File: config.mk
export PLATFORM = sky130hd
export DESIGN_NAME = dithered_gouraud_span_shader_core_flat
export DESIGN_NICKNAME = d
export VERILOG_FILES = /design/src/hw/rtl/dgss_pkg.sv /design/src/hw/rtl/dgss_cfg_if.sv /design/src/hw/rtl/dgss_span_if.sv /design/src/hw/rtl/dgss_group_if.sv /design/src/hw/rtl/dithered_gouraud_span_shader_core.sv /design/src/flat_wrapper.sv
export VERILOG_INCLUDE_DIRS = /design/src /design/src/hw/rtl
export SDC_FILE = /design/constraint.sdc
export NUM_CORES = 1
export LEC_CHECK = 0
export ABC_AREA = 1
export BUFFER_PORTS_ARGS = -buffer_cell sky130_fd_sc_hd__buf_2
export CORE_MARGIN = 1
export CORE_UTILIZATION = 40
export CTS_BUF_LIST = sky130_fd_sc_hd__clkbuf_4 sky130_fd_sc_hd__clkbuf_8 sky130_fd_sc_hd__clkbuf_16
export CTS_CLUSTER_SIZE = 28
export DETAILED_ROUTE_END_ITERATION = 6
export PLACE_DENSITY_LB_ADDON = 0.05
export SLEW_MARGIN = 40
export SYNTH_ARGS = -nofsm -noshare
export SYNTH_HDL_FRONTEND = slang
export SYNTH_SLANG_ARGS = --single-unit
File: constraint.sdc
create_clock -name clk_i -period 28.4 [get_ports clk_i]
set_input_delay 1.42 -clock clk_i [delete_from_list [all_inputs] [get_ports clk_i]]
set_output_delay 1.42 -clock clk_i [all_outputs]
set_load 0.01 [all_outputs]
File: src/hw/rtl/dithered_gouraud_span_shader_core_macros.svh
// Assertion macros for the dithered Gouraud span shader.
`ifndef DITHERED_GOURAUD_SPAN_SHADER_CORE_MACROS_SVH
`define DITHERED_GOURAUD_SPAN_SHADER_CORE_MACROS_SVH

// Same-cycle implication, disabled while reset is asserted.
`define DGSS_ASSERT_IMP(label, clk, rst_n, ante, cons, msg) \
  label: assert property (@(posedge clk) disable iff (!rst_n) (ante) |-> (cons)) \
    else $error(msg);

// Next-cycle implication, disabled while reset is asserted.
`define DGSS_ASSERT_NXT(label, clk, rst_n, ante, cons, msg) \
  label: assert property (@(posedge clk) disable iff (!rst_n) (ante) |=> (cons)) \
    else $error(msg);

`endif

File: src/hw/rtl/dgss_pkg.sv
// Shared types, constants and the dither function of the span shader.
package dgss_pkg;

  localparam int unsigned COL_W      = 10;
  localparam int unsigned COLOR_W    = 16;
  localparam int unsigned LANES      = 16;
  localparam int unsigned LANE_W     = 4;
  localparam int unsigned MAX_GROUPS = 64;
  localparam int unsigned GRP_CNT_W  = 6;

  localparam logic FUNC_SET_STEP = 1'b0;
  localparam logic FUNC_DRAW     = 1'b1;

  localparam logic [1:0] MODE_OFF     = 2'd0;
  localparam logic [1:0] MODE_PLAIN   = 2'd1;
  localparam logic [1:0] MODE_DITHER2 = 2'd2;
  localparam logic [1:0] MODE_DITHER4 = 2'd3;

  // Two-by-two offsets.
  localparam logic [7:0] D2_EVEN_EVEN = 8'(0 << 6);
  localparam logic [7:0] D2_EVEN_ODD  = 8'(2 << 6);
  localparam logic [7:0] D2_ODD_EVEN  = 8'(3 << 6);
  localparam logic [7:0] D2_ODD_ODD   = 8'(1 << 6);

  // Bayer matrix, indexed by {row[1:0], col[1:0]}.
  localparam logic [3:0] BAYER4 [16] = '{
    4'd0,  4'd8,  4'd2,  4'd10,
    4'd12, 4'd4,  4'd14, 4'd6,
    4'd3,  4'd11, 4'd1,  4'd9,
    4'd15, 4'd7,  4'd13, 4'd5
  };

  typedef enum logic [5:0] {
    ST_IDLE = 6'b000001,
    ST_DIV  = 6'b000010,
    ST_POST = 6'b000100,
    ST_STEP = 6'b001000,
    ST_PIX  = 6'b010000,
    ST_EMIT = 6'b100000
  } state_e;

  typedef enum logic {
    OP_RECIP = 1'b0,
    OP_ALIGN = 1'b1
  } div_op_e;

  function automatic logic [7:0] dither_offset(logic [1:0] mode, logic [1:0] row,
                                               logic [1:0] col);
    logic [7:0] off;
    off = 8'd0;
    case (mode)
      MODE_DITHER2: begin
        case ({row[0], col[0]})
          2'b00:   off = D2_EVEN_EVEN;
          2'b01:   off = D2_EVEN_ODD;
          2'b10:   off = D2_ODD_EVEN;
          default: off = D2_ODD_ODD;
        endcase
      end
      MODE_DITHER4: off = {4'd15 - BAYER4[{row, col}], 4'd0};
      default:      off = 8'd0;
    endcase
    return off;
  endfunction

endpackage

File: src/hw/rtl/dgss_cfg_if.sv
// Configuration write channel carrying the shading mode.
interface dgss_cfg_if;
  logic       valid;
  logic       ready;
  logic [1:0] shade_mode;

  modport source (output valid, output shade_mode, input ready);
  modport sink   (input valid, input shade_mode, output ready);
endinterface

File: src/hw/rtl/dgss_span_if.sv
// Request channel carrying one span or reference item.
interface dgss_span_if;
  logic                             valid;
  logic                             ready;
  logic                             func;
  logic [dgss_pkg::COL_W-1:0]       row;
  logic [dgss_pkg::COL_W-1:0]       start_x;
  logic [dgss_pkg::COL_W-1:0]       end_x;
  logic [dgss_pkg::COLOR_W-1:0]     start_color;
  logic [dgss_pkg::COLOR_W-1:0]     end_color;

  modport source (output valid, output func, output row, output start_x, output end_x,
                  output start_color, output end_color, input ready);
  modport sink   (input valid, input func, input row, input start_x, input end_x,
                  input start_color, input end_color, output ready);
endinterface

File: src/hw/rtl/dgss_group_if.sv
// Result channel carrying one pixel group.
interface dgss_group_if;
  logic                         valid;
  logic                         ready;
  logic [dgss_pkg::COL_W-1:0]   out_row;
  logic [dgss_pkg::COL_W-1:0]   group_x;
  logic [63:0]                  pixels_low;
  logic [63:0]                  pixels_high;
  logic [dgss_pkg::LANES-1:0]   byte_enable;
  logic                         last;

  modport source (output valid, output out_row, output group_x, output pixels_low,
                  output pixels_high, output byte_enable, output last, input ready);
  modport sink   (input valid, input out_row, input group_x, input pixels_low,
                  input pixels_high, input byte_enable, input last, output ready);
endinterface

File: src/hw/rtl/dithered_gouraud_span_shader_core.sv
// Dithered Gouraud span shader: the sequencer, divider and pixel datapath.
//
// A reference request (func 0) computes the colour step as (end_color - start_color)
// times floor(2^RECIP_FRACT_BITS / width), shifted right by RECIP_FRACT_BITS; the
// reciprocal comes from a restoring divider that produces one quotient bit per cycle.
// A span request (func 1) first rounds start_x down to a group boundary with a
// constant reciprocal multiplication, then walks each group one pixel per cycle
// through the colour adder and hands the group to the output register, waiting there
// whenever the result side stalls; a span yields at most 64 groups.
// Reference requests with a width of zero or less and span requests that produce
// nothing are taken without leaving the idle state. The block takes no new request
// until the current one is finished, but the last group may still wait in the output
// register while the next request is taken.
`include "dithered_gouraud_span_shader_core_macros.svh"

module dithered_gouraud_span_shader_core #(
  parameter int unsigned MAX_SPAN_WIDTH   = 1024,
  parameter int unsigned RECIP_FRACT_BITS = 16,
  parameter int unsigned GROUP_PIXELS     = 16
) (
  input  logic               clk_i,
  input  logic               rst_ni,
  dgss_cfg_if.sink           cfg_i,
  dgss_span_if.sink          span_i,
  dgss_group_if.source       group_o
);

  localparam int unsigned COL_W   = dgss_pkg::COL_W;
  localparam int unsigned COLOR_W = dgss_pkg::COLOR_W;
  localparam int unsigned LANES   = dgss_pkg::LANES;
  localparam int unsigned LANE_W  = dgss_pkg::LANE_W;
  localparam int unsigned WIDTH_W = $clog2(MAX_SPAN_WIDTH);
  localparam int unsigned DVS_W   = WIDTH_W;
  localparam int unsigned CMP_W   = (DVS_W > COL_W) ? DVS_W : COL_W;
  localparam int unsigned RECIP_W = RECIP_FRACT_BITS + 1;
  localparam int unsigned DVD_W   = RECIP_W;
  localparam int unsigned CNT_W   = $clog2(DVD_W + 1);
  localparam int unsigned PROD_W  = RECIP_W + COLOR_W + 2;
  // The start column is divided by the group size through a rounded-up reciprocal;
  // five spare shift bits keep the quotient exact for every column and group size.
  localparam int unsigned ALIGN_SH  = COL_W + 5;
  localparam int unsigned ALIGN_MUL = ((1 << ALIGN_SH) + GROUP_PIXELS - 1) / GROUP_PIXELS;
  localparam int unsigned ALIGN_W   = COL_W + ALIGN_SH + 1;

  // Control state.
  dgss_pkg::state_e             state_q, state_d;
  logic [1:0]                   mode_q, mode_d;
  logic [COLOR_W-1:0]           step_q, step_d;
  logic                         out_valid_q, out_valid_d;

  // Datapath registers.
  dgss_pkg::div_op_e            op_q, op_d;
  logic [COL_W-1:0]             row_q, row_d;
  logic [COL_W-1:0]             sx_q, sx_d;
  logic [COL_W-1:0]             ex_q, ex_d;
  logic signed [COLOR_W:0]      diff_q, diff_d;
  logic [DVS_W-1:0]             dvs_q, dvs_d;
  logic [DVS_W-1:0]             rem_q, rem_d;
  logic [DVD_W-1:0]             dvd_q, dvd_d;
  logic [CNT_W-1:0]             cnt_q, cnt_d;
  logic signed [PROD_W-1:0]     prod_q, prod_d;
  logic [COLOR_W-1:0]           rc_q, rc_d;
  logic [COL_W-1:0]             gx_q, gx_d;
  logic [COL_W:0]               col_q, col_d;
  logic [LANE_W-1:0]            lane_q, lane_d;
  logic [dgss_pkg::GRP_CNT_W-1:0] ngrp_q, ngrp_d;
  logic [7:0]                   pix_q [LANES];
  logic [7:0]                   pix_d [LANES];
  logic [LANES-1:0]             en_q, en_d;

  // Output register.
  logic [COL_W-1:0]             row_out_q, row_out_d;
  logic [COL_W-1:0]             gx_out_q, gx_out_d;
  logic [63:0]                  lo_out_q, lo_out_d;
  logic [63:0]                  hi_out_q, hi_out_d;
  logic [LANES-1:0]             en_out_q, en_out_d;
  logic                         last_out_q, last_out_d;

  // Combinational helpers.
  logic                         span_req;
  logic signed [COL_W:0]        wdiff;
  logic [CMP_W-1:0]             wid_ext;
  logic [CMP_W-1:0]             wid_lim;
  logic [DVS_W:0]               trial;
  logic [DVS_W:0]               trial_sub;
  logic                         trial_ge;
  logic signed [PROD_W-1:0]     mul_a;
  logic signed [PROD_W-1:0]     mul_b;
  logic [ALIGN_W-1:0]           align_prod;
  logic [COL_W-1:0]             grp_idx;
  logic [COL_W-1:0]             grp_base;
  logic                         in_span;
  logic [COLOR_W-1:0]           shaded;
  logic                         slot_free;
  logic                         last_grp;
  logic [63:0]                  lo_pack;
  logic [63:0]                  hi_pack;

  assign cfg_i.ready  = 1'b1;
  assign span_i.ready = (state_q == dgss_pkg::ST_IDLE);
  assign span_req     = span_i.valid && span_i.ready;

  assign group_o.valid       = out_valid_q;
  assign group_o.out_row     = row_out_q;
  assign group_o.group_x     = gx_out_q;
  assign group_o.pixels_low  = lo_out_q;
  assign group_o.pixels_high = hi_out_q;
  assign group_o.byte_enable = en_out_q;
  assign group_o.last        = last_out_q;

  assign wdiff   = $signed({1'b0, span_i.end_x}) - $signed({1'b0, span_i.start_x});
  assign wid_ext = CMP_W'(wdiff[COL_W-1:0]);
  assign wid_lim = CMP_W'(MAX_SPAN_WIDTH - 1);

  // One restoring division step: a quotient bit enters at the bottom of dvd_q.
  assign trial     = {rem_q, dvd_q[DVD_W-1]};
  assign trial_ge  = (trial >= {1'b0, dvs_q});
  assign trial_sub = trial - {1'b0, dvs_q};

  assign mul_a = PROD_W'(dvd_q[RECIP_W-1:0]);
  assign mul_b = PROD_W'(diff_q);

  assign align_prod = ALIGN_W'(sx_q) * ALIGN_W'(ALIGN_MUL);
  assign grp_idx    = align_prod[ALIGN_SH +: COL_W];
  assign grp_base   = COL_W'(grp_idx * GROUP_PIXELS);

  assign in_span   = (col_q >= {1'b0, sx_q}) && (col_q <= {1'b0, ex_q});
  assign shaded    = rc_q + {8'd0, dgss_pkg::dither_offset(mode_q, row_q[1:0], col_q[1:0])};
  assign slot_free = !out_valid_q || group_o.ready;
  // After a full group the column counter sits on the next group's first column.
  assign last_grp  = (col_q > {1'b0, ex_q}) ||
                     (ngrp_q == dgss_pkg::GRP_CNT_W'(dgss_pkg::MAX_GROUPS - 1));

  always_comb begin
    for (int i = 0; i < 8; i++) begin
      lo_pack[8*i +: 8] = pix_q[i];
      hi_pack[8*i +: 8] = pix_q[i+8];
    end
  end

  always_comb begin
    state_d     = state_q;
    mode_d      = mode_q;
    step_d      = step_q;
    out_valid_d = out_valid_q;
    op_d        = op_q;
    row_d       = row_q;
    sx_d        = sx_q;
    ex_d        = ex_q;
    diff_d      = diff_q;
    dvs_d       = dvs_q;
    rem_d       = rem_q;
    dvd_d       = dvd_q;
    cnt_d       = cnt_q;
    prod_d      = prod_q;
    rc_d        = rc_q;
    gx_d        = gx_q;
    col_d       = col_q;
    lane_d      = lane_q;
    ngrp_d      = ngrp_q;
    pix_d       = pix_q;
    en_d        = en_q;
    row_out_d   = row_out_q;
    gx_out_d    = gx_out_q;
    lo_out_d    = lo_out_q;
    hi_out_d    = hi_out_q;
    en_out_d    = en_out_q;
    last_out_d  = last_out_q;

    if (cfg_i.valid && cfg_i.ready) begin
      mode_d = cfg_i.shade_mode;
    end

    if (out_valid_q && group_o.ready) begin
      out_valid_d = 1'b0;
    end

    case (state_q)
      dgss_pkg::ST_IDLE: begin
        if (span_req) begin
          row_d  = span_i.row;
          sx_d   = span_i.start_x;
          ex_d   = span_i.end_x;
          diff_d = $signed({1'b0, span_i.end_color}) - $signed({1'b0, span_i.start_color});
          rc_d   = span_i.start_color;
          rem_d  = '0;
          cnt_d  = '0;
          ngrp_d = '0;
          if (span_i.func == dgss_pkg::FUNC_SET_STEP) begin
            op_d  = dgss_pkg::OP_RECIP;
            dvd_d = DVD_W'({1'b1, {RECIP_FRACT_BITS{1'b0}}});
            dvs_d = (wid_ext > wid_lim) ? DVS_W'(wid_lim) : DVS_W'(wid_ext);
            if (wdiff <= 0) begin
              step_d = '0;
            end else begin
              state_d = dgss_pkg::ST_DIV;
            end
          end else begin
            op_d = dgss_pkg::OP_ALIGN;
            if ((mode_q != dgss_pkg::MODE_OFF) && (span_i.end_x >= span_i.start_x)) begin
              state_d = dgss_pkg::ST_POST;
            end
          end
        end
      end
      dgss_pkg::ST_DIV: begin
        rem_d = trial_ge ? trial_sub[DVS_W-1:0] : trial[DVS_W-1:0];
        dvd_d = {dvd_q[DVD_W-2:0], trial_ge};
        cnt_d = cnt_q + 1'b1;
        if (cnt_q == CNT_W'(DVD_W - 1)) begin
          state_d = dgss_pkg::ST_POST;
        end
      end
      dgss_pkg::ST_POST: begin
        if (op_q == dgss_pkg::OP_RECIP) begin
          prod_d  = mul_a * mul_b;
          state_d = dgss_pkg::ST_STEP;
        end else begin
          // The first group starts at start_x rounded down to a multiple of the group size.
          gx_d   = grp_base;
          col_d  = {1'b0, grp_base};
          lane_d = '0;
          en_d   = '0;
          for (int i = 0; i < LANES; i++) begin
            pix_d[i] = 8'd0;
          end
          state_d = dgss_pkg::ST_PIX;
        end
      end
      dgss_pkg::ST_STEP: begin
        // The arithmetic shift rounds toward minus infinity.
        step_d  = prod_q[RECIP_FRACT_BITS +: COLOR_W];
        state_d = dgss_pkg::ST_IDLE;
      end
      dgss_pkg::ST_PIX: begin
        if (in_span) begin
          pix_d[lane_q] = shaded[15:8];
          en_d[lane_q]  = 1'b1;
          rc_d          = rc_q + step_q;
        end
        lane_d = lane_q + 1'b1;
        col_d  = col_q + 1'b1;
        if (lane_q == LANE_W'(GROUP_PIXELS - 1)) begin
          state_d = dgss_pkg::ST_EMIT;
        end
      end
      dgss_pkg::ST_EMIT: begin
        if (slot_free) begin
          out_valid_d = 1'b1;
          row_out_d   = row_q;
          gx_out_d    = gx_q;
          lo_out_d    = lo_pack;
          hi_out_d    = hi_pack;
          en_out_d    = en_q;
          last_out_d  = last_grp;
          if (last_grp) begin
            state_d = dgss_pkg::ST_IDLE;
          end else begin
            gx_d   = col_q[COL_W-1:0];
            lane_d = '0;
            ngrp_d = ngrp_q + 1'b1;
            en_d   = '0;
            for (int i = 0; i < LANES; i++) begin
              pix_d[i] = 8'd0;
            end
            state_d = dgss_pkg::ST_PIX;
          end
        end
      end
      default: begin
        state_d = dgss_pkg::ST_IDLE;
      end
    endcase
  end

  always_ff @(posedge clk_i or negedge rst_ni) begin
    if (!rst_ni) begin
      state_q     <= dgss_pkg::ST_IDLE;
      mode_q      <= dgss_pkg::MODE_DITHER4;
      step_q      <= '0;
      out_valid_q <= 1'b0;
    end else begin
      state_q     <= state_d;
      mode_q      <= mode_d;
      step_q      <= step_d;
      out_valid_q <= out_valid_d;
    end
  end

  always_ff @(posedge clk_i) begin
    op_q       <= op_d;
    row_q      <= row_d;
    sx_q       <= sx_d;
    ex_q       <= ex_d;
    diff_q     <= diff_d;
    dvs_q      <= dvs_d;
    rem_q      <= rem_d;
    dvd_q      <= dvd_d;
    cnt_q      <= cnt_d;
    prod_q     <= prod_d;
    rc_q       <= rc_d;
    gx_q       <= gx_d;
    col_q      <= col_d;
    lane_q     <= lane_d;
    ngrp_q     <= ngrp_d;
    pix_q      <= pix_d;
    en_q       <= en_d;
    row_out_q  <= row_out_d;
    gx_out_q   <= gx_out_d;
    lo_out_q   <= lo_out_d;
    hi_out_q   <= hi_out_d;
    en_out_q   <= en_out_d;
    last_out_q <= last_out_d;
  end

  // A group only enters the output register from the hand-over state.
  `DGSS_ASSERT_NXT(a_load_from_emit, clk_i, rst_ni,
                   !out_valid_q && (state_q != dgss_pkg::ST_EMIT), !out_valid_q,
                   "group presented outside hand-over")
  // Drawing a span never disturbs the colour step.
  `DGSS_ASSERT_NXT(a_draw_keeps_step, clk_i, rst_ni,
                   span_req && (span_i.func == dgss_pkg::FUNC_DRAW), $stable(step_q),
                   "colour step changed by a span request")
  // Every group that is presented covers at least one pixel of its span.
  `DGSS_ASSERT_IMP(a_group_not_empty, clk_i, rst_ni, out_valid_q, en_out_q != '0,
                   "empty pixel group presented")

endmodule
File: src/flat_wrapper.sv
// flat-port wrapper written by rule: the top's interface ports become plain ports
module dithered_gouraud_span_shader_core_flat 
#(
  parameter int unsigned MAX_SPAN_WIDTH   = 1024,
  parameter int unsigned RECIP_FRACT_BITS = 16,
  parameter int unsigned GROUP_PIXELS     = 16
)
  (clk_i, rst_ni, cfg_i_valid, cfg_i_shade_mode, cfg_i_ready, span_i_valid, span_i_func, span_i_row, span_i_start_x, span_i_end_x, span_i_start_color, span_i_end_color, span_i_ready, group_o_valid, group_o_out_row, group_o_group_x, group_o_pixels_low, group_o_pixels_high, group_o_byte_enable, group_o_last, group_o_ready);
  dgss_cfg_if cfg_i_i ();
  dgss_span_if span_i_i ();
  dgss_group_if group_o_i ();
  input  logic clk_i;
  input  logic rst_ni;
  input wire logic [$bits(cfg_i_i.valid)-1:0] cfg_i_valid;
  input wire logic [$bits(cfg_i_i.shade_mode)-1:0] cfg_i_shade_mode;
  output wire logic [$bits(cfg_i_i.ready)-1:0] cfg_i_ready;
  input wire logic [$bits(span_i_i.valid)-1:0] span_i_valid;
  input wire logic [$bits(span_i_i.func)-1:0] span_i_func;
  input wire logic [$bits(span_i_i.row)-1:0] span_i_row;
  input wire logic [$bits(span_i_i.start_x)-1:0] span_i_start_x;
  input wire logic [$bits(span_i_i.end_x)-1:0] span_i_end_x;
  input wire logic [$bits(span_i_i.start_color)-1:0] span_i_start_color;
  input wire logic [$bits(span_i_i.end_color)-1:0] span_i_end_color;
  output wire logic [$bits(span_i_i.ready)-1:0] span_i_ready;
  output wire logic [$bits(group_o_i.valid)-1:0] group_o_valid;
  output wire logic [$bits(group_o_i.out_row)-1:0] group_o_out_row;
  output wire logic [$bits(group_o_i.group_x)-1:0] group_o_group_x;
  output wire logic [$bits(group_o_i.pixels_low)-1:0] group_o_pixels_low;
  output wire logic [$bits(group_o_i.pixels_high)-1:0] group_o_pixels_high;
  output wire logic [$bits(group_o_i.byte_enable)-1:0] group_o_byte_enable;
  output wire logic [$bits(group_o_i.last)-1:0] group_o_last;
  input wire logic [$bits(group_o_i.ready)-1:0] group_o_ready;
  assign cfg_i_i.valid = cfg_i_valid;
  assign cfg_i_i.shade_mode = cfg_i_shade_mode;
  assign cfg_i_ready = cfg_i_i.ready;
  assign span_i_i.valid = span_i_valid;
  assign span_i_i.func = span_i_func;
  assign span_i_i.row = span_i_row;
  assign span_i_i.start_x = span_i_start_x;
  assign span_i_i.end_x = span_i_end_x;
  assign span_i_i.start_color = span_i_start_color;
  assign span_i_i.end_color = span_i_end_color;
  assign span_i_ready = span_i_i.ready;
  assign group_o_valid = group_o_i.valid;
  assign group_o_out_row = group_o_i.out_row;
  assign group_o_group_x = group_o_i.group_x;
  assign group_o_pixels_low = group_o_i.pixels_low;
  assign group_o_pixels_high = group_o_i.pixels_high;
  assign group_o_byte_enable = group_o_i.byte_enable;
  assign group_o_last = group_o_i.last;
  assign group_o_i.ready = group_o_ready;
  dithered_gouraud_span_shader_core #(.MAX_SPAN_WIDTH(MAX_SPAN_WIDTH), .RECIP_FRACT_BITS(RECIP_FRACT_BITS), .GROUP_PIXELS(GROUP_PIXELS)) u_core (.clk_i(clk_i), .rst_ni(rst_ni), .cfg_i(cfg_i_i), .span_i(span_i_i), .group_o(group_o_i));
endmodule
# Word-level counts from Yosys, hierarchy flattened
# Memories as Yosys holds them, arrays and structs flattened.
# Cells that the tools add are included.
totals:
  mem_count: 1
  input_bits: 70
  mem_bits_ro: 64
  register_bits: 503
classes:
  addsub: 10
  multipliers: 1
  n_bitwise: 5
  n_reduce_logical: 32
  order_cmp: 12
  eq_ne: 24
  muxes: 62
memory_table:
  columns: ["name", "depth", "width", "read_ports", "rd_ports_with_merged_regs", "write_ports", "line_no", "source"]
  rows:
  - ["(name not given)", 16, 4, 1, 0, 0, "dgss_pkg.sv:60", "MODE_DITHER4: off = {4'd15 - BAYER4[{row, col}], 4'd0};"]
op_table:
  columns: ["cell", "count"]
  rows:
  - ["$mux W128", 4]
  - ["$pmux W128 S3", 1]
  - ["$mux W16", 9]
  - ["$bwmux W128", 1]
  - ["$pmux W16 S2", 2]
  - ["$mux W6", 10]
  - ["$mux W10", 5]
  - ["$pmux W16 S3", 1]
  - ["$pmux W10 S2", 2]
  - ["$mux W17", 2]
  - ["$pmux W17 S2", 1]
  - ["$demux W8 S4", 1]
  - ["$mul A18 B17 Y32", 1]
  - ["$pmux W6 S5", 1]
  - ["$pmux W8 S3", 1]
  - ["$ge A11 B10 Y1", 2]
  - ["$pmux W11 S2", 1]
  - ["$mux W4", 5]
  - ["$sub A16 B16 Y17", 1]
  - ["$add A16 B16 Y16", 1]
  - ["$add A16 B8 Y16", 1]
  - ["$or A16 B16 Y16", 1]
  - ["$pmux W8 S2", 1]
  - ["$reduce_and A4 Y1", 4]
  - ["other kinds (49)", 87]

# Depth between registers and ports, before layout
logic_depth:
  depth_word: 10
  ltp_mapped: 29

# Least setup slack after synthesis
# Ideal clock, no wire load.
synth_path:
  kind: "input to register"
  start: "input group_o_ready"
  end: "register u_core.en_q[0] (enable)"
  t_arrival_ns: 11.338
  stages: 4
  path_slack_ns: 16.237
  n_path_buf: 0
  cell_sequence: "nor2_1 > nand2_1 > nand2_1 > nor3_1"
synth_between:
  elab_chain_cells: 3
synth_lines:
  columns: ["element", "line_no", "source"]
  rows:
  - ["from (decl)", "flat_wrapper.sv:32", "input wire logic [$bits(group_o_i.ready)-1:0] group_o_ready;"]
  - ["$logic_or A1 B1 Y1", "dithered_gouraud_span_shader_core.sv:129", "assign slot_free = !out_valid_q || group_o.ready;"]
  - ["$ne A2 B1 Y1 (no line)", null, null]
  - ["$reduce_and A5 Y1 (no line)", null, null]
  - ["to (signal assigned)", "dithered_gouraud_span_shader_core.sv:307", "en_q <= en_d;"]
  - ["to (decl)", "dithered_gouraud_span_shader_core.sv:69", "logic [LANES-1:0] en_q, en_d;"]
# No other way between the ends.
# A chain may end at the register's enable or synchronous reset.

# Worst setup path after layout
layout_path:
  start: "register u_core.diff_q[13]"
  end: "register u_core.prod_q[26] (data pin)"
layout_between:
  elab_chain_cells: 1
layout_lines:
  columns: ["element", "line_no", "source"]
  rows:
  - ["from (decl)", "dithered_gouraud_span_shader_core.sv:56", "logic signed [COLOR_W:0] diff_q, diff_d;"]
  - ["from (signal assigned)", "dithered_gouraud_span_shader_core.sv:295", "diff_q <= diff_d;"]
  - ["$mul A18 B17 Y32", "dithered_gouraud_span_shader_core.sv:216", "prod_d = mul_a * mul_b;"]
  - ["to (signal assigned)", "dithered_gouraud_span_shader_core.sv:300", "prod_q <= prod_d;"]
  - ["to (decl)", "dithered_gouraud_span_shader_core.sv:61", "logic signed [PROD_W-1:0] prod_q, prod_d;"]
# No other way between the ends.

==> flow_summary.ini <==
[place]
port_buffers = 236
detailed_place.area_sq_um = 34130
place_congestion = 0.8729
dp_wirelength_um = 61920

[critical_path]
critical-path-top-cell-by-count = fa_1
worstSetupStartpointType = flip-flop
cp-end-kind = flip-flop
crit_type = flip-flop to flip-flop
required_ps = 28760
worst_path_max_delay_cell = edfxtp_1
cp_data_arrival_time_ps = 6510
crit_path_max_fanout = 17
crit_chain = nand2_1, fa_1, inv_1, fa_1, fa_1, fa_1, fa_1, inv_1, fa_1, inv_1, ha_1, a21oi_1, o21ai_0, o21bai_1, a21oi_1, o21ai_1, xor2_1
crit_path_max_incr_delay_ps = 900

[layout]
fin_nets = 3936
fillerInstances = 7645
regArea_sq_um = 14500
syn2layout_area_growth_pct = 13.29
final_area_sq_um = 36190
final_layout_size_suffix_gt1_share_pct = 12.34
area_of_the_multi_input_gates_sq_um = 14220

[cts]
cts_hold_repair.buffers = 0
clk_pin_slew_ps = 60
cts_sinks = 487
cts_max_level = 2
cts-resized-gates = 0
cts-root-to-sink-buffers = 3
cts_tree = yes
clock_latency_ps = 630
post_cts.repair.setup_buffers = 0
cts-buffers-inserted = 57
cts_root_buf = clkbuf_16

[timing]
fmax_mhz = 162.4
worst_clock_skew_ps = 27.72
grt_setup_unrepaired = no
slew_violations = 0
final.setup.tns_ps = 0
timing.final.crit_share_pct = 21.68
final_hold_viol_count = 0
fin_crit_ps = 6157
worst_slew_pin_slew_ps = 855.4
slew_headroom_pct = 42.97
fin_worst_hold_slack_ps = 417.9
setup_viol = 0

[grt]
antenna_found_initial = 4
grt_use_total_pct = 20.64
grt_pass1_wl_um = 130200
grt-ovfl-total = 0
grt_max_degree = 145
first_global_vias = 22542

[synth]
synth_cell_types = 57
post_synth_inst_count = 3259
synth_warnings = 0
netlist_area_sq_um = 31950
syn_nets = 3746
seq_area_frac_synth_pct = 45.39
top_count_cell_post_synth = inv_1
flops_latches_synth = 487
ys.flop_type = edfxtp_1
synth_top_cell_area_share_pct = 43.42
synth_enable_flop_cells = 462
synth_top_cells_by_area = edfxtp_1, fa_1, inv_1, ha_1, nand2_1
yosys-top-cells-count = inv_1, nand2_1, edfxtp_1
post_synth.cell_area_avg_sq_um = 9.803
synthDominantAreaCellType = edfxtp_1
synth_async_sr_flop_share_pct = 5.133

[drt]
vias_per_cell = 4.813
drtAntennaViolNets = 0
wl_um = 83280
via_count = 21888
drt-initial-drc-count = 1518
drc_errors = 0
first_pass_iters = 5
routedWlPerCell_um = 18.31

[die]
boundaryPins = 238
core_area_sq_um = 79000
initial_utilization_pct = 40.44
die_w_um = 284.6
design.die.area_sq_um = 81010
rows = 103
dieHeight_um = 284.6

[min_path]
hold_path.class = flip-flop to flip-flop

[outcome]
status = finished clean

[job]
drv.max_cap_violation_count = 0
## worst max-delay path: cells and delay by family, from the launching register on
family / cells / cell delay (ps)
buffers and inverters: 3 / 140
XOR/XNOR: 1 / 140
adder cells (fa/ha/maj): 7 / 3570
AO/OA/AOI/OAI: 5 / 940
flip-flops: 1 / 900
AND/OR/NAND/NOR: 1 / 180
## worst paths after layout
check | from | endpoint | slack [ps] | depth (start not counted)
worst min-delay path | u_core.row_q[2] | u_core.group_o.out_row[2] | 420 | 0
worst min register to register | u_core.row_q[2] | u_core.group_o.out_row[2] | 420 | 0
worst max-delay path | u_core.diff_q[13] | u_core.prod_q[26] | 22240 | 17
worst max register to register | u_core.diff_q[13] | u_core.prod_q[26] | 22240 | 17
min in group asynchronous | rst_ni | u_core.state_q[2] | 840 | 1
max in group asynchronous | rst_ni | u_core.step_q[11] | 27080 | 1
## metrics by stage
stage,util [%],instances,worst slack (ps)
floorplan,-,3259,16240
global placement,43.12,4435,22320
detailed placement,43.20,4436,22270
CTS,45.71,4540,22230
global route,45.82,4548,21970
finish,45.82,4548,22240
## kinds of logic (layout without fill, tap and decap cells)
kind of cell | count (synthesis) | in the layout | share of synthesized area [%]
buf+inv | 856 | 1091 | 10.30
other cells | 1 | 5 | 0.01174
compound gates | 444 | 444 | 7.919
simple gates | 997 | 997 | 13.10
xor+xnor | 56 | 56 | 1.582
mux | 1 | 1 | 0.03524
flops | 487 | 487 | 45.39
fa+ha+maj | 417 | 417 | 21.67
## registers in the layout, summed over array words and instances (netlist names), 17 cells and up
signal,flops
u_core.hi_pack,64
u_core.dvd_q,17
u_core.group_o.pixels_high,64
u_core.diff_q,17
u_core.group_o.pixels_low,64
u_core.lo_pack,64
## layout make-up
class	count	area share [%]
antenna	4	0.02765
clock buffer	68	4.349
timing repair buffer	257	3.920
clock inverter	36	1.127
multi-input combinational	1916	39.30
sequential	487	40.07
inverter	730	7.577
tap	1050	3.630
## layer usage
| layer | global-route usage, % | part of all wire [%] | vias up |
|---|---|---|---|
| li1 | - | - | 10715 |
| met1 | 28.36 | 46 | 10595 |
| met2 | 34.40 | 48 | 458 |
| met3 | 2.440 | 3.9 | 120 |
| met4 | 5.659 | 2.3 | 0 |
| met5 | 0 | 0 | - |
## cells in the final DEF, fill, tap and decap left out, drive strengths merged, types with 4 or more instances in the layout
cell type,instances
o21bai,58
a21oi,128
xnor2,22
edfxtp,462
nand3,94
dfrtp,22
clkinvlp,4
or2,7
xor2,34
a21boi,5
buf,257
clkbuf,68
o22ai,7
o31ai,4
ha,190
inv,734
o21ai,192
fa,227
nand2,589
diode,4
nor3b,4
nor3,28
nand4,21
clkinv,21
a31oi,9
bufinv,7
a21o,8
nor2,246
o21a,27
Power is not shown: default switching activity piles up to over one toggle a cycle in this logic, so the estimate is an artifact.
